File: src/design/sync_header_packet_framer_crc8_unit_macros.svh
// Assertion helpers shared by the framer modules.
`ifndef SYNC_HEADER_PACKET_FRAMER_CRC8_UNIT_MACROS_SVH
`define SYNC_HEADER_PACKET_FRAMER_CRC8_UNIT_MACROS_SVH

// Clocked check, muted while reset is asserted.
`define SHPF_ASSERT(lbl, prop, msg) \
  lbl: assert property (@(posedge clk_i) disable iff (!rst_ni) prop) \
    else $error(msg);

// Clocked check that also holds during reset.
`define SHPF_ASSERT_ALWAYS(lbl, prop, msg) \
  lbl: assert property (@(posedge clk_i) prop) \
    else $error(msg);

`endif

File: src/design/shpf_pkg.sv
`timescale 1ns / 1ps
package shpf_pkg;

  localparam int unsigned PacketLenDef = 17;
  localparam int unsigned ByteW        = 8;
  localparam int unsigned IdxW         = 6;
  localparam int unsigned OutDataW     = 16;

  localparam logic [ByteW-1:0] HdrA    = 8'h55;
  localparam logic [ByteW-1:0] HdrB    = 8'hAA;
  localparam logic [ByteW-1:0] CrcPoly = 8'h07;
  localparam logic [ByteW-1:0] CrcMsb  = 8'h80;

  // CRC-8, MSB first, one byte per call.
  function automatic logic [ByteW-1:0] crc8_update(input logic [ByteW-1:0] crc,
                                                   input logic [ByteW-1:0] b);
    logic [ByteW-1:0] c;
    c = crc ^ b;
    for (int k = 0; k < 8; k++) begin
      if ((c & CrcMsb) != '0) begin
        c = (c << 1) ^ CrcPoly;
      end else begin
        c = c << 1;
      end
    end
    return c;
  endfunction

  function automatic logic is_header(input logic [ByteW-1:0] b);
    return (b == HdrA) || (b == HdrB);
  endfunction

endpackage

File: src/design/shpf_ram.sv
`timescale 1ns / 1ps
module shpf_ram #(
  parameter int unsigned Width = 8,
  parameter int unsigned Depth = 17
) (
  input  logic                     clk_i,
  input  logic                     we_i,
  input  logic [$clog2(Depth)-1:0] waddr_i,
  input  logic [Width-1:0]         wdata_i,
  input  logic                     re_i,
  input  logic [$clog2(Depth)-1:0] raddr_i,
  output logic [Width-1:0]         rdata_o
);

  logic [Width-1:0] mem_q [Depth];
  logic [Width-1:0] rdata_q;

  always_ff @(posedge clk_i) begin
    if (we_i) begin
      mem_q[waddr_i] <= wdata_i;
    end
    if (re_i) begin
      rdata_q <= mem_q[raddr_i];
    end
  end

  assign rdata_o = rdata_q;

endmodule

File: src/design/shpf_rx.sv
`timescale 1ns / 1ps
`include "sync_header_packet_framer_crc8_unit_macros.svh"
module shpf_rx
  import shpf_pkg::*;
#(
  parameter int unsigned PacketLen = PacketLenDef
) (
  input  logic                         clk_i,
  input  logic                         rst_ni,
  input  logic                         valid_i,
  output logic                         ready_o,
  input  logic [ByteW-1:0]             byte_i,
  input  logic                         busy_i,
  output logic                         we_o,
  output logic [$clog2(PacketLen)-1:0] waddr_o,
  output logic [ByteW-1:0]             wdata_o,
  output logic                         start_o
);

  localparam int unsigned AW = $clog2(PacketLen);
  localparam logic [AW-1:0] LastPos = AW'(PacketLen - 1);

  typedef enum logic [1:0] {
    HUNT,
    WAIT,
    COLLECT
  } phase_e;

  phase_e           phase_q, phase_d;
  logic [ByteW-1:0] first_q, first_d;
  logic [AW-1:0]    cnt_q, cnt_d;
  logic [ByteW-1:0] crc_q, crc_d;
  logic             accept;
  logic             hdr_match;

  assign ready_o   = !busy_i;
  assign accept    = valid_i && ready_o;
  assign wdata_o   = byte_i;
  assign hdr_match = ((first_q == HdrA) && (byte_i == HdrB)) ||
                     ((first_q == HdrB) && (byte_i == HdrA));

  always_comb begin
    phase_d = phase_q;
    first_d = first_q;
    cnt_d   = cnt_q;
    crc_d   = crc_q;
    we_o    = 1'b0;
    waddr_o = '0;
    start_o = 1'b0;
    if (accept) begin
      unique case (phase_q)
        WAIT: begin
          if (hdr_match) begin
            we_o    = 1'b1;
            waddr_o = AW'(1);
            crc_d   = crc8_update(crc_q, byte_i);
            cnt_d   = AW'(2);
            phase_d = COLLECT;
          end else if (is_header(byte_i)) begin
            // restart the second-byte wait with the newer header byte
            we_o    = 1'b1;
            first_d = byte_i;
            crc_d   = crc8_update('0, byte_i);
          end else begin
            phase_d = HUNT;
          end
        end
        COLLECT: begin
          we_o    = 1'b1;
          waddr_o = cnt_q;
          if (cnt_q == LastPos) begin
            start_o = (crc_q == byte_i);
            phase_d = HUNT;
            cnt_d   = '0;
            crc_d   = '0;
          end else begin
            crc_d = crc8_update(crc_q, byte_i);
            cnt_d = cnt_q + 1'b1;
          end
        end
        default: begin
          phase_d = HUNT;
          if (is_header(byte_i)) begin
            we_o    = 1'b1;
            first_d = byte_i;
            crc_d   = crc8_update('0, byte_i);
            phase_d = WAIT;
          end
        end
      endcase
    end
  end

  always_ff @(posedge clk_i or negedge rst_ni) begin
    if (!rst_ni) begin
      phase_q <= HUNT;
      first_q <= '0;
      cnt_q   <= '0;
      crc_q   <= '0;
    end else begin
      phase_q <= phase_d;
      first_q <= first_d;
      cnt_q   <= cnt_d;
      crc_q   <= crc_d;
    end
  end

  `SHPF_ASSERT(a_start_on_beat, start_o |-> (accept && phase_q == COLLECT), "start without final beat")
  `SHPF_ASSERT(a_cnt_range, (phase_q == COLLECT) |-> (cnt_q >= AW'(2) && cnt_q <= LastPos), "byte count out of range")
  `SHPF_ASSERT(a_hdr_lock, (accept && phase_q == WAIT && hdr_match) |=> (phase_q == COLLECT && cnt_q == AW'(2)), "header not locked")

endmodule

File: src/design/shpf_tx.sv
`timescale 1ns / 1ps
`include "sync_header_packet_framer_crc8_unit_macros.svh"
module shpf_tx
  import shpf_pkg::*;
#(
  parameter int unsigned PacketLen = PacketLenDef
) (
  input  logic                         clk_i,
  input  logic                         rst_ni,
  input  logic                         start_i,
  output logic                         busy_o,
  output logic                         re_o,
  output logic [$clog2(PacketLen)-1:0] raddr_o,
  input  logic [ByteW-1:0]             rdata_i,
  output logic                         valid_o,
  input  logic                         ready_i,
  output logic [OutDataW-1:0]          data_o,
  output logic                         last_o
);

  localparam int unsigned AW = $clog2(PacketLen);
  localparam logic [AW-1:0] LastPos = AW'(PacketLen - 1);

  typedef enum logic [1:0] {
    IDLE,
    ISSUE,
    SHOW
  } state_e;

  state_e        state_q, state_d;
  logic [AW-1:0] idx_q, idx_d;
  logic          at_last;

  assign at_last = (idx_q == LastPos);

  always_comb begin
    state_d = state_q;
    idx_d   = idx_q;
    re_o    = 1'b0;
    raddr_o = idx_q;
    unique case (state_q)
      ISSUE: begin
        re_o    = 1'b1;
        state_d = SHOW;
      end
      SHOW: begin
        if (ready_i) begin
          if (at_last) begin
            state_d = IDLE;
          end else begin
            // fetch the next byte as this beat leaves
            re_o    = 1'b1;
            raddr_o = idx_q + 1'b1;
            idx_d   = idx_q + 1'b1;
          end
        end
      end
      default: begin
        if (start_i) begin
          idx_d   = '0;
          state_d = ISSUE;
        end
      end
    endcase
  end

  always_ff @(posedge clk_i or negedge rst_ni) begin
    if (!rst_ni) begin
      state_q <= IDLE;
      idx_q   <= '0;
    end else begin
      state_q <= state_d;
      idx_q   <= idx_d;
    end
  end

  assign busy_o  = (state_q != IDLE);
  assign valid_o = (state_q == SHOW);
  assign last_o  = valid_o && at_last;
  assign data_o  = {(OutDataW - ByteW - IdxW)'(0), IdxW'(idx_q), rdata_i};

  `SHPF_ASSERT(a_start_idle, start_i |-> (state_q == IDLE), "start while busy")
  `SHPF_ASSERT(a_end_of_run, (valid_o && ready_i && last_o) |=> !valid_o, "run continues past last")
  `SHPF_ASSERT(a_idx_step, (valid_o && ready_i && !last_o) |=> (valid_o && idx_q == $past(idx_q) + 1'b1), "index skipped")

endmodule

File: src/design/sync_header_packet_framer_crc8_unit.sv
`timescale 1ns / 1ps
// Channel   Dir  Beat fields (low bit first)
// s_axis    in   tdata[7:0] rx_byte
// m_axis    out  tdata[7:0] pkt_byte, tdata[13:8] byte_index, tlast last_byte
//
// A verified packet is read back from the packet RAM: the first byte is read and
// registered and shown, then one beat per cycle while m_axis is ready, PacketLen
// beats in all; the single RAM read port sets that pace. After a checking byte
// that matches the CRC, s_axis stays not ready until the last beat is taken.
// m_axis stalls hold the current beat. Reset is asynchronous; RAM is not cleared.
module sync_header_packet_framer_crc8_unit
  import shpf_pkg::*;
#(
  parameter int unsigned PacketLen = PacketLenDef
) (
  input  logic                clk_i,
  input  logic                rst_ni,
  input  logic                s_axis_tvalid,
  output logic                s_axis_tready,
  input  logic [ByteW-1:0]    s_axis_tdata,   // [7:0] rx_byte
  output logic                m_axis_tvalid,
  input  logic                m_axis_tready,
  output logic [OutDataW-1:0] m_axis_tdata,   // [7:0] pkt_byte, [13:8] byte_index
  output logic                m_axis_tlast
);

  localparam int unsigned AW = $clog2(PacketLen);

  logic             we;
  logic [AW-1:0]    waddr;
  logic [ByteW-1:0] wdata;
  logic             re;
  logic [AW-1:0]    raddr;
  logic [ByteW-1:0] rdata;
  logic             start;
  logic             busy;

  // Hunt for the header, store bytes, run the CRC.
  shpf_rx #(
    .PacketLen(PacketLen)
  ) u_rx (
    .clk_i  (clk_i),
    .rst_ni (rst_ni),
    .valid_i(s_axis_tvalid),
    .ready_o(s_axis_tready),
    .byte_i (s_axis_tdata),
    .busy_i (busy),
    .we_o   (we),
    .waddr_o(waddr),
    .wdata_o(wdata),
    .start_o(start)
  );

  // Packet store: written per stored packet byte, read back on a good CRC.
  shpf_ram #(
    .Width(ByteW),
    .Depth(PacketLen)
  ) u_ram (
    .clk_i  (clk_i),
    .we_i   (we),
    .waddr_i(waddr),
    .wdata_i(wdata),
    .re_i   (re),
    .raddr_i(raddr),
    .rdata_o(rdata)
  );

  // Replay the stored packet as a run of beats.
  shpf_tx #(
    .PacketLen(PacketLen)
  ) u_tx (
    .clk_i  (clk_i),
    .rst_ni (rst_ni),
    .start_i(start),
    .busy_o (busy),
    .re_o   (re),
    .raddr_o(raddr),
    .rdata_i(rdata),
    .valid_o(m_axis_tvalid),
    .ready_i(m_axis_tready),
    .data_o (m_axis_tdata),
    .last_o (m_axis_tlast)
  );

endmodule
File: config.mk
export PLATFORM = sky130hd
export DESIGN_NAME = sync_header_packet_framer_crc8_unit
export DESIGN_NICKNAME = d
export VERILOG_FILES = /design/src/design/shpf_pkg.sv /design/src/design/shpf_ram.sv /design/src/design/shpf_rx.sv /design/src/design/shpf_tx.sv /design/src/design/sync_header_packet_framer_crc8_unit.sv
export VERILOG_INCLUDE_DIRS = /design/src /design/src/design
export SDC_FILE = /design/constraint.sdc
export NUM_CORES = 1
export LEC_CHECK = 0
export ABC_AREA = 0
export BUFFER_PORTS_ARGS = -buffer_cell sky130_fd_sc_hd__buf_2
export CAP_MARGIN = 0
export CORE_AREA = 2 2 119 121
export DETAILED_ROUTE_END_ITERATION = 10
export DIE_AREA = 0 0 121 123
export MAX_ROUTING_LAYER = met4
export PLACE_DENSITY = 0.78
export SYNTH_ARGS = -nofsm -noshare
export SYNTH_HDL_FRONTEND = slang
export SYNTH_SLANG_ARGS = --single-unit
File: constraint.sdc
create_clock -name clk_i -period 3.9 [get_ports clk_i]
set_input_delay 0 -clock clk_i [delete_from_list [all_inputs] [get_ports clk_i]]
set_output_delay 0 -clock clk_i [all_outputs]
set_load 0.02 [all_outputs]
==> results.md <==
* Run status: completed
* Final number of hold-violating endpoints at 0
* Setup repair after global routing missed its margin: no
* Placed insts at 834
* Ordered list of cells on the worst path: clkinv_1 > ha_1 > nand4bb_1 > a21oi_1 > a21oi_1 > buf_4 > nor3_1 > a22o_1 > a2111o_1
* Maximum fanout along the worst path at 15
* P_sw at 2.49 mW
* Final standard cell area without fillers at 9150 µm²
* Clock latency reported for the late side of the worst-skew pair at 440 ps
* Warning count from the yosys run at 0
* Routed met3 length at 1720 µm
* Per-cell routed wire length at 22.7 µm
* Number of enable-type register cells in the synthesized netlist at 144
* Area overhead of the layout relative to synthesis at 11.0%
* Utilization after layout at 0.672
* TritonCTS clock tree: yes
* Total routing usage reported by global routing at 0.291
* Via/cell ratio at 6.57
* Portion of the clock cycle consumed by the worst path in the final layout at 0.886
* Average cell area after synthesis at 12.7 µm²
* Maximum single-stage delay on the critical path at 910 ps
* Slew headroom at 0.220
* Post-synthesis cell area at 8240 µm²
* Overflow left after global routing at 0
* Leakage at 3.20 nW
* Buffer levels on the longest clock path at 2
* Max Clock Freq at 289 MHz
* Setup fix buffers added after clock tree synthesis at 0
* Length of the first detailed-routing pass in iterations at 6
* Max IR drop VDD at 0.000446 V
* Most used DFF post-synth: sky130_fd_sc_hd__edfxtp_1
* Clock network fraction of design power at 0.248
* Number of clock buffers inserted by TritonCTS at 17
* Count of cell types in the netlist at 61
* Critical path type: register to register
* Share of flip-flops with an asynchronous set or reset at 0.172
* Share of the synthesized area in the top cell type at 0.525
* Buffer type at the clock tree root: sky130_fd_sc_hd__clkbuf_16
* Total half-perimeter wirelength after legalization and detailed placement at 13,000 µm
* Pins Over Slew Limit at 0
* Horiz. Die Dim at 121 µm
* Via total after detailed routing at 5,699
* CTS Sinks at 174
* Port buffer count at 27
* Number of design-rule violations left by the first detailed-router iteration at 653
* Worst Max-Slew Pin Slew at 1160 ps
* Crit end category: register
* Standard-cell rows at 43
* Final estimated routing congestion in global placement at 0.873
* Wire length on met1 at 7990 µm
* Setup slack at placement at 541 ps
* Minimum clock period after layout at 3460 ps
* Hold Worst Slack at 22.3 ps
* Residual antenna-violating net count after detailed routing at 0
* Total power of the final layout at 6.54 mW
* Number of standard cells in the final layout excluding fillers at 868
* Number of synthesized register bits at 174
* Top sig layer: met4
* Synth area leader: sky130_fd_sc_hd__edfxtp_1
* Worst min path class: primary input to register
* Final net count at 705
* Critical path's slowest cell: sky130_fd_sc_hd__nor3_1
* Number of antenna violations at the first check in global routing at 0
* Post-route setup slack at 444 ps
* Wire length on met2 at 9610 µm
* Routed wire length at 19,700 µm
* Power per cell area at 714 nW/µm²
* Number of primary I/O pins at 31
* Top area cells in the synthesized netlist: sky130_fd_sc_hd__edfxtp_1, sky130_fd_sc_hd__dfrtp_1, sky130_fd_sc_hd__mux4_2
* Flop pwr share at 0.362
* Ratio of cells with drive above 1 in the final layout at 0.145
* H-Tree Level Count at 4
* Switch share at 0.382
* Most common cell type on the critical path: sky130_fd_sc_hd__a21oi_1
* CORE AREA at 13,600 µm²
* Data required time at the worst endpoint at 4210 ps
* Die outline area at 14,900 µm²
* Final count of negative-setup-slack endpoints at 0
* Number of global-route vias before repair at 5,459
* Pin count of the biggest net entering global routing at 31
* Worst-case register-to-register setup slack at 440 ps
* Count of maximum capacitance violations at 0
* Wire length of the first global-routing pass at 30,900 µm
* Diode insertion count for antenna repair at 0
* Launching element type of the critical path: register
* Resize count post-CTS at 0
* Die boundary height at 123 µm
* Setup TNS at 0 ps
* Cell-internal power at 4.04 mW
* Share of synthesized area occupied by flip-flops and latches at 0.616
* Final Skew at 8.56 ps
* Combinational share of power at 0.389
* Placed cell areas at 8560 µm²
* FILL cells at 945
* Signal arrival time at the worst endpoint at 3770 ps
* Total DRC errors in the routed layout at 0
* Cells after synthesis at 647
* Starting density of the core at 0.605
* Post-CTS clock slew at the launch and capture registers of the worst setup and hold paths at 70 ps
## cell usage in the layout, fill, tap and decap left out, types with 12 or more instances in the layout
master / count
sky130_fd_sc_hd__buf_2: 27
sky130_fd_sc_hd__xnor2_1: 25
sky130_fd_sc_hd__clkbuf_16: 17
sky130_fd_sc_hd__o21ai_0: 25
sky130_fd_sc_hd__buf_4: 15
sky130_fd_sc_hd__nand4_1: 12
sky130_fd_sc_hd__nor2_1: 29
sky130_fd_sc_hd__a31oi_1: 18
sky130_fd_sc_hd__ha_1: 18
sky130_fd_sc_hd__inv_1: 28
sky130_fd_sc_hd__nand2_1: 73
sky130_fd_sc_hd__dfrtp_1: 30
sky130_fd_sc_hd__xor2_1: 13
sky130_fd_sc_hd__a21oi_1: 20
sky130_fd_sc_hd__edfxtp_1: 144
sky130_fd_sc_hd__mux4_2: 16
sky130_fd_sc_hd__nor3_1: 12
sky130_fd_sc_hd__o211ai_1: 14
sky130_fd_sc_hd__nand3_1: 23
## metal layers
metal | global-route usage | up-vias
met5 | - | -
met4 | 0.111 | 0
met3 | 0.0526 | 37
met2 | 0.451 | 315
met1 | 0.389 | 2828
li1 | - | 2519
## area by class of cell
class                   count  area [µm²]  area share
clock buffers              17         425      0.0465
clock inverters            15         148      0.0161
flip-flops and latches    174        5070       0.555
repair buffers             44         268      0.0293
inverters                  29         109      0.0119
multi-input cells         409        2900       0.317
well taps                 180         225      0.0246
## repair_timing
action	CTS	global route
endpoints found under the hold margin	31	0
hold buffers	2	0
setup endpoints to repair	0	0
## worst max-delay path, delay by kind of cell, from the launching register on
family,cells,cell delay (ps)
and+or+nand+nor,2,1150
adders and majority gates,1,190
DFF,1,440
AOI/OAI and AO/OA,4,1130
buffers and inverters,2,420
## path summary, 6_finish.rpt
check	startpoint	endpoint	cells past startpoint
max in group asynchronous	rst_ni	u_rx.phase_q[1]	2
hold reg to reg	u_rx.first_q[3]	u_rx.first_q[3]	2
setup / recovery	u_tx.idx_q[0]	u_ram.rdata_o[6]	9
min in group asynchronous	rst_ni	u_rx.crc_q[2]	2
setup reg to reg	u_tx.idx_q[0]	u_ram.rdata_o[6]	9
hold / removal	s_axis_tdata[3]	u_ram.mem_q[10][3]	1
## cell usage after synthesis (all sizes together) (11+ instances only)
| cell type | count |
|---|---|
| edfxtp | 144 |
| nand2 | 73 |
| dfrtp | 30 |
| nor2 | 29 |
| inv | 28 |
| clkbuf | 26 |
| o21ai | 26 |
| xnor2 | 25 |
| nand3 | 23 |
| a21oi | 20 |
| a31oi | 18 |
| ha | 18 |
| mux4 | 16 |
| o211ai | 14 |
| xor2 | 13 |
| nand4 | 12 |
| nor3 | 12 |
| a211oi | 11 |
| a21boi | 11 |
| buf | 11 |
## registers in the layout, summed over array words and instances (netlist names)
name,count
u_ram.rdata_o,8
u_tx.idx_q,5
u_rx.crc_q,8
u_rx.cnt_q,5
u_rx.first_q,8
u_ram.mem_q,136
u_tx.state_q,2
u_rx.phase_q,2
## cell families after synthesis
group                    count (synthesis)  synth area share
XOR/XNOR                                38            0.0404
other                                    1          0.000455
multiplexers                            22            0.0513
flip-flops                             174             0.616
buffers and inverters                   66            0.0337
AO/OA/AOI/OAI                          146             0.123
AND/OR/NAND/NOR                        182             0.108
adder cells (fa/ha/maj)                 18            0.0273
## power groups by stage
stage | registers, mW | clock network [mW] | logic (mW)
2_1_floorplan | 2.42 | 0 | 1.79
3_3_place_gp | 2.40 | 0 | 2.41
3_5_place_dp | 2.40 | 0 | 2.49
4_1_cts | 2.36 | 1.63 | 2.52
5_1_grt | 2.39 | 1.70 | 2.77
6_report | 2.37 | 1.62 | 2.54
(Power assumes the default switching activity.)
